File: config.mk
export PLATFORM = sky130hd
export DESIGN_NAME = ffa_front
export DESIGN_NICKNAME = d
export VERILOG_FILES = /design/src/hw/rtl/ffa_pkg.sv /design/src/hw/rtl/ffa_front.sv
export SDC_FILE = /design/constraint.sdc
export NUM_CORES = 1
export LEC_CHECK = 0
export ABC_AREA = 1
export BUFFER_PORTS_ARGS = -buffer_cell sky130_fd_sc_hd__buf_2
export CORE_UTILIZATION = 55
export DETAILED_ROUTE_END_ITERATION = 8
export PLACE_DENSITY = 0.95
export SYNTH_ARGS = -nofsm -noshare
export SYNTH_HDL_FRONTEND = slang
export SYNTH_SLANG_ARGS = --single-unit
File: constraint.sdc
create_clock -name clk_i -period 5.9 [get_ports clk_i]
set_clock_uncertainty 0.15 [all_clocks]
set_input_delay 0.59 -clock clk_i [delete_from_list [all_inputs] [get_ports clk_i]]
set_output_delay 0.59 -clock clk_i [all_outputs]
set_load 0.05 [all_outputs]
File: src/hw/rtl/ffa_pkg.sv
`default_nettype none
package ffa_pkg;

  // Sizes of the managed memory and of the segment table.
  localparam int unsigned MEM_BYTES = 1024;
  localparam int unsigned MAX_SEG   = 64;
  localparam int unsigned TASK_BITS = 8;

  localparam int unsigned AW  = $clog2(MEM_BYTES);
  localparam int unsigned LW  = $clog2(MEM_BYTES + 1);
  localparam int unsigned WW  = LW + 1;
  localparam int unsigned SIW = $clog2(MAX_SEG);
  localparam int unsigned SCW = $clog2(MAX_SEG + 1);
  localparam int unsigned OW  = TASK_BITS + 1;

  // Fixed port field widths.
  localparam int unsigned CMD_W  = 3;
  localparam int unsigned HDL_W  = 10;
  localparam int unsigned SIZE_W = 11;
  localparam int unsigned BYTE_W = 8;
  localparam int unsigned STS_W  = 3;
  localparam int unsigned DATA_W = 10;
  localparam int unsigned CFG_W  = 11;
  localparam int unsigned CIDX_W = 2;

  localparam logic [OW-1:0]     OWNER_NONE = {1'b1, {TASK_BITS{1'b0}}};
  localparam logic [BYTE_W-1:0] DOT_CHAR   = 8'h2E;

  // Configuration register indexes.
  localparam logic [CIDX_W-1:0] CFG_PAGE  = 2'd0;
  localparam logic [CIDX_W-1:0] CFG_MSIZE = 2'd1;
  localparam logic [CIDX_W-1:0] CFG_IBYTE = 2'd2;

  typedef enum logic [CMD_W-1:0] {
    CMD_INIT  = 3'd0,
    CMD_ALLOC = 3'd1,
    CMD_FREE  = 3'd2,
    CMD_RNEXT = 3'd3,
    CMD_WNEXT = 3'd4,
    CMD_RAT   = 3'd5,
    CMD_WAT   = 3'd6,
    CMD_STATS = 3'd7
  } cmd_e;

  typedef enum logic [STS_W-1:0] {
    STS_OK        = 3'd0,
    STS_NO_HANDLE = 3'd1,
    STS_NOT_OWNER = 3'd2,
    STS_HOLDS     = 3'd3,
    STS_NO_SPACE  = 3'd4,
    STS_RANGE     = 3'd5,
    STS_BAD_CFG   = 3'd6
  } status_e;

  typedef enum logic [4:0] {
    S_IDLE, S_DISP, S_INIT_CHK, S_FILL, S_INIT_SEG,
    S_HOLD_RD, S_HOLD_CHK, S_ALLOC_CHK, S_WANT,
    S_FIT_RD, S_FIT_CHK, S_UP_RD, S_UP_WR, S_SPLIT_WR, S_TAKE_WR,
    S_FIND_RD, S_FIND_CHK, S_ACCESS, S_MEM_RD,
    S_PREV_RD, S_PREV_CHK, S_NEXT_RD, S_NEXT_CHK,
    S_MERGE_WR, S_DN_RD, S_DN_WR,
    S_DOT_RD, S_DOT_CHK, S_DOT_FILL,
    S_STAT_RD, S_STAT_CHK
  } state_e;

  // One segment table record.
  typedef struct packed {
    logic [AW-1:0] start;
    logic [LW-1:0] len;
    logic          alloc;
    logic [OW-1:0] owner;
    logic [LW-1:0] cursor;
  } seg_t;

  // One queued command beat.
  typedef struct packed {
    cmd_e                 cmd;
    logic [TASK_BITS-1:0] task_id;
    logic [HDL_W-1:0]     handle;
    logic [SIZE_W-1:0]    req_size;
    logic [HDL_W-1:0]     offset;
    logic [SIZE_W-1:0]    span;
    logic [BYTE_W-1:0]    byte_in;
  } item_t;

endpackage
`default_nettype wire

File: src/hw/rtl/ffa_front.sv
`default_nettype none
module ffa_front (
  input  wire logic                            clk_i,
  input  wire logic                            rst_ni,
  input  wire logic                            start,
  output logic                                 busy,
  input  wire logic [ffa_pkg::CMD_W-1:0]       cmd_i,
  input  wire logic [ffa_pkg::TASK_BITS-1:0]   task_id_i,
  input  wire logic [ffa_pkg::HDL_W-1:0]       handle_i,
  input  wire logic [ffa_pkg::SIZE_W-1:0]      req_size_i,
  input  wire logic [ffa_pkg::HDL_W-1:0]       offset_i,
  input  wire logic [ffa_pkg::SIZE_W-1:0]      span_i,
  input  wire logic [ffa_pkg::BYTE_W-1:0]      byte_in_i,
  output logic                                 q_valid_o,
  output ffa_pkg::item_t                       q_item_o,
  input  wire logic                            q_pop_i
);

  ffa_pkg::item_t item_q [2];
  ffa_pkg::item_t new_item;
  logic           wr_ptr_q, wr_ptr_d;
  logic           rd_ptr_q, rd_ptr_d;
  logic [1:0]     count_q, count_d;
  logic           push;

  // Decode the command code and pack the beat.
  always_comb begin
    new_item.cmd      = ffa_pkg::cmd_e'(cmd_i);
    new_item.task_id  = task_id_i;
    new_item.handle   = handle_i;
    new_item.req_size = req_size_i;
    new_item.offset   = offset_i;
    new_item.span     = span_i;
    new_item.byte_in  = byte_in_i;
  end

  assign busy      = (count_q == 2'd2);
  assign push      = start && !busy;
  assign q_valid_o = (count_q != 2'd0);
  assign q_item_o  = item_q[rd_ptr_q];

  // Two-entry queue pointers.
  always_comb begin
    wr_ptr_d = wr_ptr_q;
    rd_ptr_d = rd_ptr_q;
    count_d  = count_q;
    if (push) begin
      wr_ptr_d = !wr_ptr_q;
    end
    if (q_pop_i && q_valid_o) begin
      rd_ptr_d = !rd_ptr_q;
    end
    if (push && !(q_pop_i && q_valid_o)) begin
      count_d = count_q + 2'd1;
    end else if (!push && q_pop_i && q_valid_o) begin
      count_d = count_q - 2'd1;
    end
  end

  always_ff @(posedge clk_i or negedge rst_ni) begin
    if (!rst_ni) begin
      wr_ptr_q <= 1'b0;
      rd_ptr_q <= 1'b0;
      count_q  <= 2'd0;
    end else begin
      wr_ptr_q <= wr_ptr_d;
      rd_ptr_q <= rd_ptr_d;
      count_q  <= count_d;
    end
  end

  // Queue payload storage.
  always_ff @(posedge clk_i) begin
    if (push) begin
      item_q[wr_ptr_q] <= new_item;
    end
  end

endmodule
`default_nettype wire

Yosys cells after proc, flatten, opt, wreduce, memory -nomap -nowiden
Memory sizes are Yosys's and may differ from the RTL's.
Cells that the tools add are included.
{ "totals": {"register_bits": 4, "mem_bits_rw": 122, "input_bits": 65, "out_inout_bits": 63, "word_cells": 23, "n_memories": 1} }
{ "op_classes": {"n_addsub": 2, "n_eq_ne": 1, "n_mux": 4, "reduce_logical": 12} }
{ "memory_table": {"columns": ["name", "depth", "word_bits", "read_ports", "rd_ports_with_merged_regs", "write_ports", "line", "source"], "rows": [
  ["item_q", 2, 61, 1, 0, 1, "ffa_front.sv:19", "ffa_pkg::item_t item_q [2];"]
]} }
{ "op_table": {"columns": ["cell", "count"], "rows": [
  ["$logic_and 1x1->1", 5],
  ["$logic_not 1->1", 5],
  ["$mux 2", 2],
  ["$reduce_bool 2->1", 2],
  ["$add 2x1->2 const B", 1],
  ["$eq 2x2->1 const B", 1],
  ["$mux 1", 2],
  ["$sub 2x1->2 const B", 1]
]} }

Logic depth before layout (Yosys ltp)
Gate-level depths: netlist of the first run.
{ "logic_depth": {"depth_word": 8, "mapped_depth": 5, "mapped_depth_nobuf": 5} }

Worst setup path before layout of the first run
No wires, ideal clock.
{ "synth_path": {"kind": "input to register", "startpoint": "input port start", "endpoint": "memory item_q[1][0] in the netlist's numbering (enable)", "t_arrival_ns": 3.207, "required_time_ns": 5.270, "slack_ns": 2.063, "path_stages": 2, "path_cell_list": "nand2_1 -> nor2_1"} }
{ "synth_between": {"elab_chain_cells": 3} }
{ "synth_lines": {"columns": ["item", "line", "source"], "rows": [
  ["from (decl)", "ffa_front.sv:5", "input wire logic start,"],
  ["$logic_and 1x1->1", "ffa_front.sv:38", "assign push = start && !busy;"],
  ["$mux 1", "ffa_front.sv:74", "if (push) begin"],
  ["$mux 1 (not written as such)", "ffa_front.sv:75", "item_q[wr_ptr_q] <= new_item;"],
  ["to (decl)", "ffa_front.sv:19", null]
]} }
No other way between the ends.

==> out/metrics.yaml, run 1 <==
status:
  status: "finished, final reports clean"
routing:
  drc: 0
  postRouteWirelength_mm: 8.68
  dr.pass1.iters: 4
  drt_iter0_drc: 168
  routed_via_density: 4.89
  ant_nets: 0
  via_count: 2973
  routedWlPerCell_um: 14.3
finish:
  fin_util_pct: 71.7
  num_antenna_cells: 0
  finalNonFillerCells: 608
  area_delta_synth_final_pct: 25.8
  drive_above_1_share_pct: 32.8
  layout.nets: 555
synthesis:
  synth_cell_type_count: 12
  yosysMostFrequentCell: "nand2_1"
  synth_enable_flop_cells: 122
  ys.flop_type: "edfxtp_1"
  synth_top_area_cell: "edfxtp_1"
  synthesis.nets: 418
  syn_area_per_cell_um2: 13.3
  synth_area_um2: 4710
  synthTopCellsByCount: "nand2_1, edfxtp_1, inv_1"
  async_reset_ff_share_pct: 3.17
  synth.top_cell.area_share_pct: 77.8
  synth_area_leaders: "edfxtp_1, nand2_1, dfrtp_1"
  ys_ff_latch: 126
  yosys_warnings: 0
  ys_seq_area_share_pct: 80.0
  syn_inst: 353
sta:
  fin_crit_ps: 3120
  fin_crit_sh_pct: 52.8
  max_freq_mhz: 321
  slew_violations: 0
  whs_ps: 136
  tns_ps: 0
  slew_headroom_pct: 42.5
  setup_viol: 0
  tightest_slew_ps: 860
  rsz0062_at_grt: "no"
  hold_viol: 0
floorplanning:
  pin_count: 128
  dieArea_um2: 8930
  core_um2: 8260
  die_h_um: 94.5
  fp.dieW_um: 94.5
  start_util_pct: 57.0
  floorplan.rows: 33
placed_design:
  detailed_place_hpwl_mm: 5.51
  gp_congestion: 0.705
  dpl.cell_count: 575
  portBuffers: 127
clock_network:
  clk_pin_slew_worst_paths_ps: 60
  clk_latency_ps: 490
  cts_setup_buffers: 0
  htreeDepth: 4
  cts_root_buffer: "clkbuf_8"
  cts_buffers: 17
  cts_buffer_depth: 2
  cts_tree: "yes"
  cts.sinks: 126
setup_path:
  path_max_fanout: 62
  cp-end-kind: "output port"
  worst-endpoint-required_ps: 5160
  setup.worst_path.class: "register to output port"
  crit_arrival_ps: 2380
  critPathLaunchType: "register"
grt:
  grt_pass1_vias: 2963
  grt_usage_pct: 20.5
  grt_max_degree: 63
  gr-total-overflow: 0
  antenna_found_initial: 0
  grt_first_pass_wirelength_mm: 13.3
power_and_ir_drop:
  peakVddDrop_mv: 0.360
  power_density_nw_per_um2: 609
  p_leak_uw: 0.00260
run:
  drv_cap: 0
min_path:
  hp-class: "input port to register"
[what timing repair did]
action / in CTS / in global routing
gates resized for setup: 0 / 0
hold endpoints to repair: 4 / 0
hold buffers: 1 / 0
[path summary, 6_finish.rpt]
check	from	end	cells after the start	slack, ps
max in group asynchronous	rst_ni	rd_ptr_q$_DFFE_PN0P_	2	5190
hold reg to reg	wr_ptr_q$_DFFE_PN0P_	wr_ptr_q$_DFFE_PN0P_	2	360
min in group asynchronous	rst_ni	count_q[0]$_DFFE_PN0P_	2	280
hold / removal	byte_in_i[0]	item_q[1][0]$_DFFE_PP_	1	140
setup / recovery	rd_ptr_q$_DFFE_PN0P_	q_item_o[58]	5	2780
setup reg to reg	count_q[0]$_DFFE_PN0P_	item_q[1][41]$_DFFE_PP_	5	3420
[layout by cell type (no fill, tap or decap)]
| master | count |
|---|---|
| a21oi_1 | 1 |
| buf_2 | 127 |
| buf_4 | 3 |
| clkbuf_16 | 16 |
| clkbuf_8 | 1 |
| clkinv_1 | 1 |
| clkinv_2 | 1 |
| clkinv_4 | 3 |
| clkinvlp_4 | 6 |
| dfrtp_1 | 3 |
| dfrtp_2 | 1 |
| dlygate4sd3_1 | 1 |
| edfxtp_1 | 122 |
| inv_1 | 7 |
| inv_2 | 1 |
| inv_6 | 5 |
| nand2_1 | 194 |
| nand3_1 | 4 |
| nand4_1 | 1 |
| nor2_1 | 2 |
| nor2_4 | 1 |
| o21ai_0 | 2 |
[where the power goes]
part	leakage, uW	internal (uW)	switching [uW]	total [uW]
Sequential	0.00119	1210	81.5	1290
Combinational	0.00117	264	1150	1420
Clock	0.000241	519	379	899
Total	0.00260	1990	1610	3600
[cell families after synthesis]
group           after synthesis  synth area share (%)
flops                       126                  80.0
buf+inv                      22                  3.46
simple gates                202                  16.3
compound gates                3                 0.319
[worst max-delay path, cell delays in order, from the launching register on]
cell,delay (ps)
dfrtp_2,620
buf_4,350
inv_6,380
nand2_1,120
nand2_1,100
buf_2,270
[stage by stage]
step           setup WS (ps)  cell area, um^2  total power, uW
3_5_place_dp            3250             5380             2740
5_1_grt                 2590             5920             3770
2_1_floorplan           2060             4710             2470
6_report                2780             5920             3600
4_1_cts                 2720             5920             3640
3_3_place_gp            3310             5380             2700
[flip-flops by register name (all words and copies together), names as in the netlist]
signal    cells
wr_ptr_q      1
rd_ptr_q      1
item_q      122
count_q       2
[cell type report]
type | count | area (um^2)
Clock buffer | 17 | 414
Clock inverter | 15 | 115
Fill cell | 558 | 2340
Inverter | 9 | 38.8
Multi-Input combinational cell | 205 | 788
Sequential cell | 126 | 3760
Tap cell | 105 | 131
Timing Repair Buffer | 131 | 668
[routing by layer]
layer | vias up | routed length, um | global-route usage (%)
met5 | - | 0 | 0
met4 | 0 | 85 | 9.22
met3 | 12 | 461 | 6.92
met2 | 118 | 4630 | 35.5
met1 | 1378 | 3500 | 23.1
li1 | 1465 | - | -
No activity file was read; power rests on OpenSTA's default activity.
==> run 2: changes to the inputs <==
CORE_UTILIZATION = 52   (was 55)
PLACE_DENSITY = 0.91   (was 0.95)
clock period = 3.2 ns   (was 5.9 ns; I/O delays follow)
==> run 2 against run 1 <==
- critical path depth decreased by 1
- global-route usage increased by 2.0 points
- sequential cell count unchanged
- setup slack got worse by 2400 ps
- core utilization increased by 3.9 points
- hold slack got worse by 94 ps
- clock power increased by 110%
- sequential share of layout area decreased by 6.8 points
- cell count increased by 11%
- critical endpoint is now q_item_o[20]
- largest cell class unchanged
- highest routed layer unchanged
==> out/metrics.yaml, run 2 (same netlist as run 1, synthesis figures left out) <==
routing:
  ant_nets: 0  # unchanged
  routedWlPerCell_um: 15.1  # +5.8%
  postRouteWirelength_mm: 10.2  # +17%
  via_count: 3320  # +12%
  routed_via_density: 4.93  # +0.74%
  drc: 0  # unchanged
  drt_iter0_drc: 96  # -43%
  dr.pass1.iters: 4  # unchanged
grt:
  gr-total-overflow: 0  # unchanged
  grt_usage_pct: 22.5  # +2.0 points
  grt.busiest_layer: "met2"
  grt_max_degree: 63  # unchanged
  antenna_found_initial: 0  # unchanged
  met1_usage_pct: 25.3  # +2.2 points
  grt_use_met3_pct: 7.34  # +0.41 points
  grt_first_pass_wirelength_mm: 16.0  # +20%
  grt_pass1_vias: 3422  # +15%
  grtUsageMet2_pct: 40.6  # +5.1 points
finish:
  top_regs: "item_q: 122 flops, count_q: 2 flops"
  num_antenna_cells: 0  # unchanged
  layout.nets: 619  # +12%
  fin_util_pct: 75.6  # +3.9 points
  final_cell_mix: "nand2_1, buf_2, edfxtp_1, dlygate4sd3_1, clkbuf_16"
  drive_above_1_share_pct: 29.0  # -3.8 points
  largest_reg_flops: 122  # unchanged
  area_delta_synth_final_pct: 40.8
  final_common_cell: "nand2_1"
  finalNonFillerCells: 674  # +11%
  top_register: "item_q"
sta:
  tightest_slew_ps: 858  # -2.31 ps
  setup_viol: 0  # unchanged
  tns_ps: 0  # unchanged
  fin_crit_sh_pct: 87.1
  max_freq_mhz: 359
  rsz0062_at_grt: "no"
  hold_viol: 0  # unchanged
  slew_violations: 0  # unchanged
  slew_headroom_pct: 42.8  # +0.29 points
  fin_crit_ps: 2790
placed_design:
  dpl.cell_count: 579  # +0.70%
  detailed_place_hpwl_mm: 5.63  # +2.1%
  portBuffers: 127  # unchanged
  gp_congestion: 0.728  # +3.3%
setup_path:
  worst-endpoint-required_ps: 2730  # -2430 ps
  crit_arrival_ps: 2320  # -60 ps
  setup.worst_path.class: "register to output port"
  max_stage_delay_ps: 910  # +290 ps
  critPathBufInv: 2  # -1
  path_max_fanout: 62  # unchanged
  cp-end-kind: "output port"
  critPathLaunchType: "register"
  crit_top_cell: "nand2_1"
  worstPathCellList: "inv_6 > nand2_1 > nand2_1 > buf_2"
  critPathSlowestCell: "dfrtp_2"
  crit_family: "flip-flops"
floorplanning:
  floorplan.rows: 34  # +3.0%
  pin_count: 128  # unchanged
  dieArea_um2: 9440  # +5.6%
  start_util_pct: 53.7  # -3.3 points
  core_um2: 8760  # +6.1%
  fp.dieW_um: 97.1  # +2.8%
  die_h_um: 97.1  # +2.8%
power_and_ir_drop:
  peakVddDrop_mv: 0.718  # +99%
  total_power_uw: 6980  # +94%
  p_leak_uw: 0.00290  # +12%
  power_density_nw_per_um2: 1050  # +73%
clock_network:
  cts_root_buffer: "clkbuf_8"
  cts_setup_buffers: 0  # unchanged
  cts_buffer_depth: 2  # unchanged
  clk_pin_slew_worst_paths_ps: 60  # about the same
  clk_latency_ps: 500  # about the same
  htreeDepth: 4  # unchanged
  cts_hold_buf: 64  # +63
  cts.sinks: 126  # unchanged
  cts.repair.resized: 0  # unchanged
  cts_tree: "yes"
  cts_buffers: 17  # unchanged
run:
  drv_cap: 0  # unchanged
min_path:
  hp-class: "input port to asynchronous set/reset pin"
status:
  status: "finished, final reports clean"
-- run 2: worst paths after layout --
kind	start	to	slack (ps)	depth (start not counted)
setup / recovery	rd_ptr_q$_DFFE_PN0P_	q_item_o[20]	410	4
hold / removal	rst_ni	wr_ptr_q$_DFFE_PN0P_	40	2
setup reg to reg	count_q[0]$_DFFE_PN0P_	item_q[0][20]$_DFFE_PP_	1200	5
hold reg to reg	wr_ptr_q$_DFFE_PN0P_	wr_ptr_q$_DFFE_PN0P_	360	2
max in group asynchronous	rst_ni	rd_ptr_q$_DFFE_PN0P_	2710	2
min in group clk_i	wr_ptr_q$_DFFE_PN0P_	wr_ptr_q$_DFFE_PN0P_	360	2
-- run 2: metrics by stage --
| step | hold WS (ps) | setup slack (ps) | instance area (um^2) |
|---|---|---|---|
| 2_1_floorplan | -126 | 419 | 4710 |
| 3_3_place_gp | -22.1 | 1020 | 5410 |
| 3_5_place_dp | -16.3 | 970 | 5410 |
| 4_1_cts | 5.91 | 421 | 6630 |
| 5_1_grt | 31.2 | 261 | 6630 |
| 6_report | 42.7 | 413 | 6630 |
-- run 2: report_power, final --
group	internal, uW	switching (uW)	leakage (uW)
Clock	1190	695	0.000276
Combinational	554	2140	0.00144
Sequential	2220	183	0.00119
Total	3960	3010	0.00290
-- run 2: metal layers --
layer,vias to the layer above,share of wire [%]
met5,-,0
met4,0,1.2
met3,14,5.2
met2,132,55
met1,1583,39
li1,1591,-
-- run 2: final cells by class --
type / instances / area [um^2]
Clock inverter: 13 / 165
Timing Repair Buffer: 195 / 1320
Clock buffer: 18 / 418
Tap cell: 108 / 135
Multi-Input combinational cell: 205 / 788
Sequential cell: 126 / 3760
Inverter: 9 / 38.8
Fill cell: 545 / 2130
